File: src/hw/rtl/prime_factor_count_macros.svh
// assertion macros for prime_factor_count
`ifndef PRIME_FACTOR_COUNT_MACROS_SVH
`define PRIME_FACTOR_COUNT_MACROS_SVH

// same-cycle implication, disabled in reset
`define PFC_ASSERT_SAME(label, pre, post) \
   label: assert property (@(posedge clock) disable iff (reset) (pre) |-> (post)) \
      else $error("prime_factor_count assertion failed");

// next-cycle implication, disabled in reset
`define PFC_ASSERT_NEXT(label, pre, post) \
   label: assert property (@(posedge clock) disable iff (reset) (pre) |=> (post)) \
      else $error("prime_factor_count assertion failed");

`endif

File: src/hw/rtl/pfc_pkg.sv
package pfc_pkg;

   localparam int COUNT_BITS = 5;

   typedef struct packed {
      logic done;
      logic rem_zero;
   } pfc_div_status_type;

endpackage

File: src/hw/rtl/pfc_divider.sv
module pfc_divider import pfc_pkg::*; #(
   parameter int VALUE_BITS = 21,
   parameter int DIV_BITS   = 11
) (
   input  logic                  clock,
   input  logic                  reset,
   input  logic                  start,
   input  logic [VALUE_BITS-1:0] dividend,
   input  logic [DIV_BITS-1:0]   divisor,
   output pfc_div_status_type    status,
   output logic [VALUE_BITS-1:0] quotient
);

   localparam int CNT_BITS = $clog2(VALUE_BITS + 1);

   logic                  busy_ff, busy_in;
   logic                  done_ff, done_in;
   logic [CNT_BITS-1:0]   cnt_ff, cnt_in;
   logic [DIV_BITS-1:0]   rem_ff, rem_in;
   logic [VALUE_BITS-1:0] quo_ff, quo_in;
   logic [DIV_BITS-1:0]   div_ff, div_in;
   logic [DIV_BITS:0]     trial;
   logic [DIV_BITS:0]     diff;
   logic                  fits;

   // one restoring step per cycle
   assign trial = {rem_ff, quo_ff[VALUE_BITS-1]};
   assign fits  = trial >= {1'b0, div_ff};
   assign diff  = trial - {1'b0, div_ff};

   always_comb begin
      busy_in = busy_ff;
      done_in = 1'b0;
      cnt_in  = cnt_ff;
      rem_in  = rem_ff;
      quo_in  = quo_ff;
      div_in  = div_ff;
      if (start) begin
         busy_in = 1'b1;
         cnt_in  = CNT_BITS'(VALUE_BITS);
         rem_in  = '0;
         quo_in  = dividend;
         div_in  = divisor;
      end else if (busy_ff) begin
         rem_in = fits ? diff[DIV_BITS-1:0] : trial[DIV_BITS-1:0];
         quo_in = {quo_ff[VALUE_BITS-2:0], fits};
         cnt_in = cnt_ff - CNT_BITS'(1);
         if (cnt_ff == CNT_BITS'(1)) begin
            busy_in = 1'b0;
            done_in = 1'b1;
         end
      end
   end

   always_ff @(posedge clock) begin
      if (reset) begin
         busy_ff <= 1'b0;
         done_ff <= 1'b0;
         cnt_ff  <= '0;
      end else begin
         busy_ff <= busy_in;
         done_ff <= done_in;
         cnt_ff  <= cnt_in;
      end
      rem_ff <= rem_in;
      quo_ff <= quo_in;
      div_ff <= div_in;
   end

   assign status.done     = done_ff;
   assign status.rem_zero = (rem_ff == '0);
   assign quotient        = quo_ff;

endmodule

File: src/hw/rtl/prime_factor_count.sv
// prime factor count (big omega) by trial division over a 2-3 wheel of candidates
// each trial is one pass of the shared radix-2 divider
// trials up to ~PRIME_LIMIT/3; one transaction at a time:
// the next is accepted once the count is in the output register
// reset is synchronous and clears control state only; candidates need no table or fill pass
module prime_factor_count import pfc_pkg::*; #(
   parameter int VALUE_BITS  = 21,
   parameter int PRIME_LIMIT = 1449
) (
   input  logic                  clock,
   input  logic                  reset,
   input  logic                  req_valid,
   output logic                  req_stall,
   input  logic [VALUE_BITS-1:0] req_value,
   output logic                  rsp_valid,
   input  logic                  rsp_stall,
   output logic [COUNT_BITS-1:0] rsp_factor_count
);

`include "prime_factor_count_macros.svh"

   localparam int DIV_BITS = $clog2(PRIME_LIMIT + 4);
   localparam int CMP_BITS = (VALUE_BITS > DIV_BITS) ? VALUE_BITS : DIV_BITS;

   typedef enum logic [1:0] {
      ST_IDLE,
      ST_WAIT,
      ST_OUT
   } state_type;

   state_type             state_ff, state_in;
   logic                  div_start_ff, div_start_in;
   logic                  step4_ff, step4_in;
   logic [DIV_BITS-1:0]   d_ff, d_in;
   logic [VALUE_BITS-1:0] rest_ff, rest_in;
   logic [COUNT_BITS-1:0] count_ff, count_in;
   logic                  rsp_valid_ff, rsp_valid_in;
   logic [COUNT_BITS-1:0] rsp_count_ff, rsp_count_in;

   pfc_div_status_type    div_status;
   logic [VALUE_BITS-1:0] quotient;
   logic [DIV_BITS-1:0]   d_next;
   logic                  below_d;

   pfc_divider #(
      .VALUE_BITS(VALUE_BITS),
      .DIV_BITS  (DIV_BITS)
   ) u_divider (
      .clock   (clock),
      .reset   (reset),
      .start   (div_start_ff),
      .dividend(rest_ff),
      .divisor (d_ff),
      .status  (div_status),
      .quotient(quotient)
   );

   // candidates 2, 3, 5, then steps of +2 and +4
   always_comb begin
      if (d_ff == DIV_BITS'(2)) begin
         d_next = DIV_BITS'(3);
      end else if (d_ff == DIV_BITS'(3)) begin
         d_next = DIV_BITS'(5);
      end else begin
         d_next = d_ff + (step4_ff ? DIV_BITS'(4) : DIV_BITS'(2));
      end
   end

   // quotient below divisor means divisor squared exceeds the rest
   assign below_d = CMP_BITS'(quotient) < CMP_BITS'(d_ff);

   always_comb begin
      state_in     = state_ff;
      div_start_in = 1'b0;
      step4_in     = step4_ff;
      d_in         = d_ff;
      rest_in      = rest_ff;
      count_in     = count_ff;
      rsp_valid_in = rsp_valid_ff;
      rsp_count_in = rsp_count_ff;
      if (rsp_valid_ff && !rsp_stall) begin
         rsp_valid_in = 1'b0;
      end
      case (state_ff)
         ST_IDLE: begin
            if (req_valid) begin
               rest_in      = req_value;
               d_in         = DIV_BITS'(2);
               step4_in     = 1'b0;
               count_in     = '0;
               div_start_in = 1'b1;
               state_in     = ST_WAIT;
            end
         end
         ST_WAIT: begin
            if (div_status.done) begin
               if (below_d) begin
                  count_in = count_ff + COUNT_BITS'(rest_ff > VALUE_BITS'(1));
                  state_in = ST_OUT;
               end else if (div_status.rem_zero) begin
                  count_in     = count_ff + COUNT_BITS'(1);
                  rest_in      = quotient;
                  div_start_in = 1'b1;
               end else begin
                  d_in = d_next;
                  if (d_ff > DIV_BITS'(3)) begin
                     step4_in = !step4_ff;
                  end
                  if (d_next < DIV_BITS'(PRIME_LIMIT)) begin
                     div_start_in = 1'b1;
                  end else begin
                     count_in = count_ff + COUNT_BITS'(rest_ff > VALUE_BITS'(1));
                     state_in = ST_OUT;
                  end
               end
            end
         end
         ST_OUT: begin
            if (!rsp_valid_ff || !rsp_stall) begin
               rsp_valid_in = 1'b1;
               rsp_count_in = count_ff;
               state_in     = ST_IDLE;
            end
         end
         default: begin
            state_in = ST_IDLE;
         end
      endcase
   end

   always_ff @(posedge clock) begin
      if (reset) begin
         state_ff     <= ST_IDLE;
         div_start_ff <= 1'b0;
         rsp_valid_ff <= 1'b0;
      end else begin
         state_ff     <= state_in;
         div_start_ff <= div_start_in;
         rsp_valid_ff <= rsp_valid_in;
      end
      step4_ff     <= step4_in;
      d_ff         <= d_in;
      rest_ff      <= rest_in;
      count_ff     <= count_in;
      rsp_count_ff <= rsp_count_in;
   end

   assign req_stall        = (state_ff != ST_IDLE);
   assign rsp_valid        = rsp_valid_ff;
   assign rsp_factor_count = rsp_count_ff;

   `PFC_ASSERT_NEXT(a_accept_starts, req_valid && !req_stall, div_start_ff && state_ff == ST_WAIT)
   `PFC_ASSERT_SAME(a_done_in_wait, div_status.done, state_ff == ST_WAIT)
   `PFC_ASSERT_SAME(a_trial_in_range, div_start_ff, d_ff < DIV_BITS'(PRIME_LIMIT))
   `PFC_ASSERT_SAME(a_count_bound, rsp_valid, rsp_factor_count <= COUNT_BITS'(VALUE_BITS))

endmodule

File: config.mk
export PLATFORM = sky130hd
export DESIGN_NAME = prime_factor_count
export DESIGN_NICKNAME = d
export VERILOG_FILES = /design/src/hw/rtl/pfc_pkg.sv /design/src/hw/rtl/pfc_divider.sv /design/src/hw/rtl/prime_factor_count.sv
export VERILOG_INCLUDE_DIRS = /design/src /design/src/hw/rtl
export SDC_FILE = /design/constraint.sdc
export NUM_CORES = 1
export LEC_CHECK = 0
export BUFFER_PORTS_ARGS = -buffer_cell sky130_fd_sc_hd__buf_2
export CAP_MARGIN = 10
export CORE_MARGIN = 2
export CORE_UTILIZATION = 48
export DETAILED_ROUTE_END_ITERATION = 7
export GPL_TIMING_DRIVEN = 0
export PLACE_DENSITY = 0.74
export SLEW_MARGIN = 0
export SYNTH_ARGS = -nofsm -noshare
export SYNTH_HDL_FRONTEND = slang
export SYNTH_SLANG_ARGS = --single-unit
File: constraint.sdc
create_clock -name clock -period 3.7 [get_ports clock]
set_input_delay 0 -clock clock [delete_from_list [all_inputs] [get_ports clock]]
set_output_delay 0 -clock clock [all_outputs]
set_load 0.01 [all_outputs]
## Yosys cells after proc, flatten, opt, wreduce, memory -nomap -nowiden

Cells that the tools add are included.

- Register bits after elaboration: 97
- Bits in latches: 0
- Memory bits (writable): 0
- Bits in read-only memories: 0
- Input bits: 25
- Output and inout port bits: 7
- Word-level logic and storage cells: 109
- Memories kept: 0

- Add/sub/neg operators: 5
- Multipliers: 0
- Divide/modulo/power cells: 0
- $lt $le $gt $ge: 5
- Equality and inequality tests: 15
- Shift operators: 0
- Muxes and demuxes: 50
- Bitwise logic cells: 1
- Reduce and logical (&&, ||, !) cells: 18

Operators with widths:

| cell | number |
|---|---|
| $mux 21 | 6 |
| $mux 11 | 7 |
| $pmux 21 s2 | 1 |
| $mux 5 | 7 |
| $eq 11x2->1 const B | 2 |
| $pmux 11 s2 | 1 |
| $gt 21x1->1 const B | 1 |
| $lt 21x11->1 | 1 |
| $mux 1 | 17 |
| $reduce_and 5->1 | 3 |
| $ge 12x11->1 | 1 |
| $mux 2 | 6 |
| $ne 2x2->1 const B | 6 |
| $add 11x3->11 | 1 |
| $gt 11x2->1 const B | 1 |
| $logic_not 11->1 | 1 |
| $lt 11x11->1 const B | 1 |
| $sub 11x11->11 | 1 |
| $pmux 5 s2 | 1 |
| $ne 3x3->1 const B | 2 |
| $pmux 2 s3 | 1 |
| $reduce_and 6->1 | 1 |
| $reduce_bool 2->1 | 3 |
| $add 5x1->5 | 1 |
| 18 further kinds | 21 |

## Longest topological paths before layout

- Depth after elaboration: 10
- Depth in mapped cells: 11
- Mapped depth without buffers: 10

## Cells and area by module

From an unflattened synthesis, not the netlist that was laid out.

- Cells, all modules: 526
- Area total of the unflattened synthesis: 5482.8 µm²

Modules (own cells, without submodules):

| module | instances | cells an instance | area an instance (µm²) | sequential area each (µm²) |
|---|---|---|---|---|
| prime_factor_count | 1 | 292 | 2811.4 | 1371.3 |
| pfc_divider | 1 | 234 | 2671.3 | 1321.3 |

## Worst setup path before layout

No wires, ideal clock.

- Path type: flip-flop to flip-flop
- Start point: register d_ff[7]
- End point: register rest_ff[0] (enable)
- Library setup time: 406 ps
- Arrival time: 2985 ps
- Data required time: 3294 ps
- Path slack: 309 ps
- Stages on the path, launching flop included: 10
- Buffers on the path: 1
- Period minus slack after synthesis: 3391 ps
- Cell sequence: edfxtp_1 > clkbuf_1 > inv_1 > ha_1 > nand4_1 > nor2_1 > a211oi_1 > a311oi_2 > nand3_1 > a21oi_1

- Word-level cells in the longest chain between the ends: 3

RTL lines:

| what | line | source |
|---|---|---|
| start: declaration | prime_factor_count.sv:34 | `logic [DIV_BITS-1:0] d_ff, d_in;` |
| start signal: assignment | prime_factor_count.sv:142 | `d_ff <= d_in;` |
| $lt 21x11->1 | prime_factor_count.sv:70 | `assign below_d = CMP_BITS'(quotient) < CMP_BITS'(d_ff);` |
| $ne 2x2->1 (no source line) | -- |  |
| $reduce_and 5->1 (no source line) | -- |  |
| end signal: assignment | prime_factor_count.sv:143 | `rest_ff <= rest_in;` |
| end: declaration | prime_factor_count.sv:35 | `logic [VALUE_BITS-1:0] rest_ff, rest_in;` |

Every way passes these cells.
A chain may end at the register's enable or synchronous reset.

## Worst setup path in the final report

- Start point: register step4_ff
- End point: register count_ff[2] (enable)

- Word-level cells in the longest chain between the ends: 7

RTL lines:

| what | line | source |
|---|---|---|
| start: declaration | prime_factor_count.sv:33 | `logic step4_ff, step4_in;` |
| start signal: assignment | prime_factor_count.sv:141 | `step4_ff <= step4_in;` |
| $mux 3 | prime_factor_count.sv:65 | `d_next = d_ff + (step4_ff ? DIV_BITS'(4) : DIV_BITS'(2));` |
| $add 11x3->11 | prime_factor_count.sv:65 |  |
| $mux 11 | prime_factor_count.sv:62 | `end else if (d_ff == DIV_BITS'(3)) begin` |
| $mux 11 | prime_factor_count.sv:60 | `if (d_ff == DIV_BITS'(2)) begin` |
| $lt 11x11->1 | prime_factor_count.sv:109 | `if (d_next < DIV_BITS'(PRIME_LIMIT)) begin` |
| $ne 4x4->1 (no source line) | -- |  |
| $reduce_and 4->1 (no source line) | -- |  |
| end signal: assignment | prime_factor_count.sv:144 | `count_ff <= count_in;` |
| end: declaration | prime_factor_count.sv:36 | `logic [COUNT_BITS-1:0] count_ff, count_in;` |

Every way passes these cells.

==> flow_metrics.py <==
metrics = {
    "grt": {
        "grt_overall_usage_pct": 20.98,
        "grt_start_max_net_pins": 23,
        "grt_first_pass_wirelength_um": 20810,
        "grt_pass1_vias": 4366,
        "grt-ovfl-total": 0,
        "number_of_antenna_violations_at_the_first_check_in_global_routing": 0,
    },
    "place": {
        "io_buffers": 30,
        "globalplace.congestion": 0.9097,
        "placement.setup.worst_slack_ns": 0.2998,
        "post_dp_hpwl_um": 9117,
    },
    "timing": {
        "setup_ws_ns": 0.2973,
        "max-slew-margin-rel_pct": 38.74,
        "drv_slew": 0,
        "unrepaired_setup_endpoints_after_global_routing": "no",
        "final.setup.tns_ns": 0,
        "timing.final.crit_share_pct": 91.96,
        "finalSetupViolCount": 0,
        "timing.clock.skew_ns": 0.004522,
        "max_slew.worst_pin.slew_ns": 0.9179,
        "whs_ns": 0.04301,
        "fmax_mhz": 293.9,
        "hold_viol": 0,
        "fin_crit_ns": 3.403,
    },
    "synthesis": {
        "asyncSetResetFlopFracSynth_pct": 0,
        "synthCells": 540,
        "yosys_register_bits": 97,
        "yosysWarnings": 0,
        "yosysUniqueCellTypes": 61,
        "synth_area_per_cell_um2": 10.07,
        "synth_top_area_cell": "sky130_fd_sc_hd__edfxtp_1",
        "ys_dominant_reg_cell": "sky130_fd_sc_hd__edfxtp_1",
        "synthDominantCellAreaShare_pct": 41.40,
        "synth_common_cells": "sky130_fd_sc_hd__nand2_1 (90), sky130_fd_sc_hd__edfxtp_1 (75), sky130_fd_sc_hd__nor2_1 (41)",
        "synth-seq-area-share_pct": 49.49,
        "synth_edf_count": 75,
        "most_frequently_used_cell_type_in_the_post_synthesis_netlist": "sky130_fd_sc_hd__nand2_1",
        "synth.net_count": 595,
        "synth.area.top_cells": "sky130_fd_sc_hd__edfxtp_1 (41%), sky130_fd_sc_hd__dfxtp_1 (8.1%), sky130_fd_sc_hd__ha_1 (6.4%)",
        "synth_area_mm2": 0.005440,
    },
    "power_and_ir_drop": {
        "powerDensity_mw_per_mm2": 495.9,
        "power_mw": 3.126,
        "leakagePower_nw": 2.464,
        "worst_ir_drop_vdd_uv": 334.4,
    },
    "critical_path": {
        "critical_path.endpoint": "count_ff[2]$_SDFFCE_PN0P_",
        "critPathMostFrequentCell": "sky130_fd_sc_hd__inv_1",
        "worstSetupEndpointType": "flop",
        "crit-reg2reg-launch": "step4_ff$_SDFFCE_PN0P_",
        "worst_flop_to_flop_path_endpoint": "count_ff[2]$_SDFFCE_PN0P_",
        "cp_slowest_cell": "sky130_fd_sc_hd__a21oi_1",
        "critical_path.startpoint_type": "flop",
        "critPathTopFamily": "compound AO/OA/AOI/OAI gates",
        "peak_per_stage_delay_on_the_critical_path_ns": 0.45,
        "critPathArrivalTime_ns": 3.39,
        "timing.critical_path.cells": "inv_1 > ha_1 > inv_1 > fa_1 > buf_2 > nand3b_4 > or3_1 > nand4_1 > o221ai_1 > a31o_2 > a21oi_1",
        "critical_path.max_fanout": 10,
        "worst-endpoint-required_ns": 3.68,
        "ff_to_ff_path_depth": 11,
        "crit_buf_inv": 3,
        "critical_path_cell_count": 11,
        "reg2reg_setup_slack_ns": 0.30,
        "worst-setup-path-type": "flop to flop",
        "critical_path.startpoint": "step4_ff$_SDFFCE_PN0P_",
    },
    "clock_tree": {
        "cts-htree-levels": 3,
        "numCtsBuffers": 9,
        "clock_tree.root_cell": "sky130_fd_sc_hd__clkbuf_16",
        "clk_pin_slew_worst_paths_ns": 0.07,
        "clockBufferDepth": 2,
        "clkSinkCount": 97,
        "clk-insertion-delay-late_ns": 0.34,
        "tritoncts": "done",
    },
    "routing": {
        "drt.antenna.violating_nets": 0,
        "finalWirelength_um": 12690,
        "wire_per_inst_um": 16.91,
        "drt_pre_antenna_iters": 5,
        "vias_per_cell": 5.785,
        "drc": 0,
        "drt-initial-drc-count": 480,
        "detailroute.via_count": 4339,
    },
    "floorplanning": {
        "fp.dieArea_mm2": 0.01220,
        "top_level_ports": 32,
        "die_h_um": 110.5,
        "start_util_pct": 49.75,
        "core-area_mm2": 0.01094,
        "dieWidth_um": 110.5,
        "placementRows": 38,
    },
    "layout": {
        "layout-drive-gt1-share_pct": 13.93,
        "area_growth_syn_to_layout_pct": 15.87,
        "fin_nets": 660,
        "antenna_cells": 0,
    },
    "min_path": {
        "worst_hold_path_type": "primary input to flop",
    },
    "status": {
        "outcome": "complete, no violations",
    },
    "flow_run": {
        "max_cap_violations": 0,
    },
}
[power breakdown]
part	switching (mW)	internal, mW	leakage, nW
sequential	0.105	1.30	0.896
clock	0.444	0.467	0.131
combinational	0.476	0.330	1.44
total	1.02	2.10	2.46
[worst min path at each step]
stage	to	start	cells past startpoint
after global placement	rest_ff[12]$_DFFE_PP_	req_value[12]	3
after global routing	u_divider.cnt_ff[2]$_SDFFE_PP0P_	reset	2
after CTS	u_divider.cnt_ff[2]$_SDFFE_PP0P_	reset	2
after detailed placement	rest_ff[1]$_DFFE_PP_	req_value[1]	3
final	u_divider.cnt_ff[2]$_SDFFE_PP0P_	reset	2
after floorplan	rsp_valid$_SDFF_PP0_	rsp_stall	2
[metal layers]
layer / share of wire (%) / wire length (um) / track usage, % / up-vias
li1: - / - / - / 2102
met1: 43 / 5472 / 25.45 / 2074
met2: 50 / 6351 / 37.30 / 132
met3: 4.2 / 529 / 3.348 / 31
met4: 2.6 / 331 / 8.250 / 0
met5: 0 / 0 / 0 / -
[layout make-up]
| class | count | area (um2) |
|---|---|---|
| clock inverters | 7 | 60.06 |
| multi-input cells | 388 | 2542 |
| fillers | 930 | 4632 |
| well taps | 140 | 175.2 |
| clock buffers | 9 | 225.2 |
| plain buffers | 21 | 85.08 |
| flip-flops and latches | 97 | 2693 |
| inverters | 34 | 127.6 |
| repair buffers | 54 | 395.4 |
[cells in the final DEF, fill, tap and decap left out, drive strengths merged, types with 22 or more instances in the layout]
cell type and count:
dlygate4sd3 23, nand2 90, dfxtp 22, buf 39, clkbuf 22, ha 28, a21oi 25, edfxtp 75
nor2 41, inv 37
[per-stage QoR]
| stage | instance area (um2) | utilization, % | std cells |
|---|---|---|---|
| floorplan | 5440 | - | 540 |
| global placement | 5766 | 52.72 | 710 |
| detailed placement | 5784 | 52.89 | 711 |
| CTS | 6300 | 57.61 | 750 |
| global route | 6304 | 57.64 | 750 |
| finish | 6304 | 57.64 | 750 |
[worst register-to-register path, cell delays in order (launching register included)]
cell	delay [ns]
sky130_fd_sc_hd__edfxtp_1	0.44
sky130_fd_sc_hd__inv_1	0.13
sky130_fd_sc_hd__ha_1	0.19
sky130_fd_sc_hd__inv_1	0.06
sky130_fd_sc_hd__fa_1	0.34
sky130_fd_sc_hd__buf_2	0.19
sky130_fd_sc_hd__nand3b_4	0.20
sky130_fd_sc_hd__or3_1	0.40
sky130_fd_sc_hd__nand4_1	0.15
sky130_fd_sc_hd__o221ai_1	0.18
sky130_fd_sc_hd__a31o_2	0.30
sky130_fd_sc_hd__a21oi_1	0.45
[registers in the layout (all words and copies together), names as in the netlist, 2 cells and up]
name / count
state_ff: 2
u_divider.div_ff: 11
d_ff: 11
count_ff: 5
rest_ff: 21
rsp_factor_count: 5
u_divider.cnt_ff: 5
u_divider.rem_ff: 11
u_divider.quotient: 21
[kinds of logic (layout without fill, tap and decap cells)]
| logic type | after synthesis | after routing | synth area share [%] |
|---|---|---|---|
| xor+xnor | 12 | 12 | 1.932 |
| flops | 97 | 97 | 49.49 |
| compound gates | 95 | 95 | 11.75 |
| simple gates | 221 | 221 | 19.73 |
| fa+ha+maj | 30 | 30 | 7.176 |
| mux | 30 | 30 | 6.003 |
| buf+inv | 55 | 125 | 3.910 |
[timing repair]
item	4_1_cts	5_1_grt
hold buffers	23	0
endpoints found under the hold margin	23	0
buffers inserted	0	0
resized for setup	0	1
endpoints found under the setup margin	0	11
No activity file was read; power rests on OpenSTA's default activity.
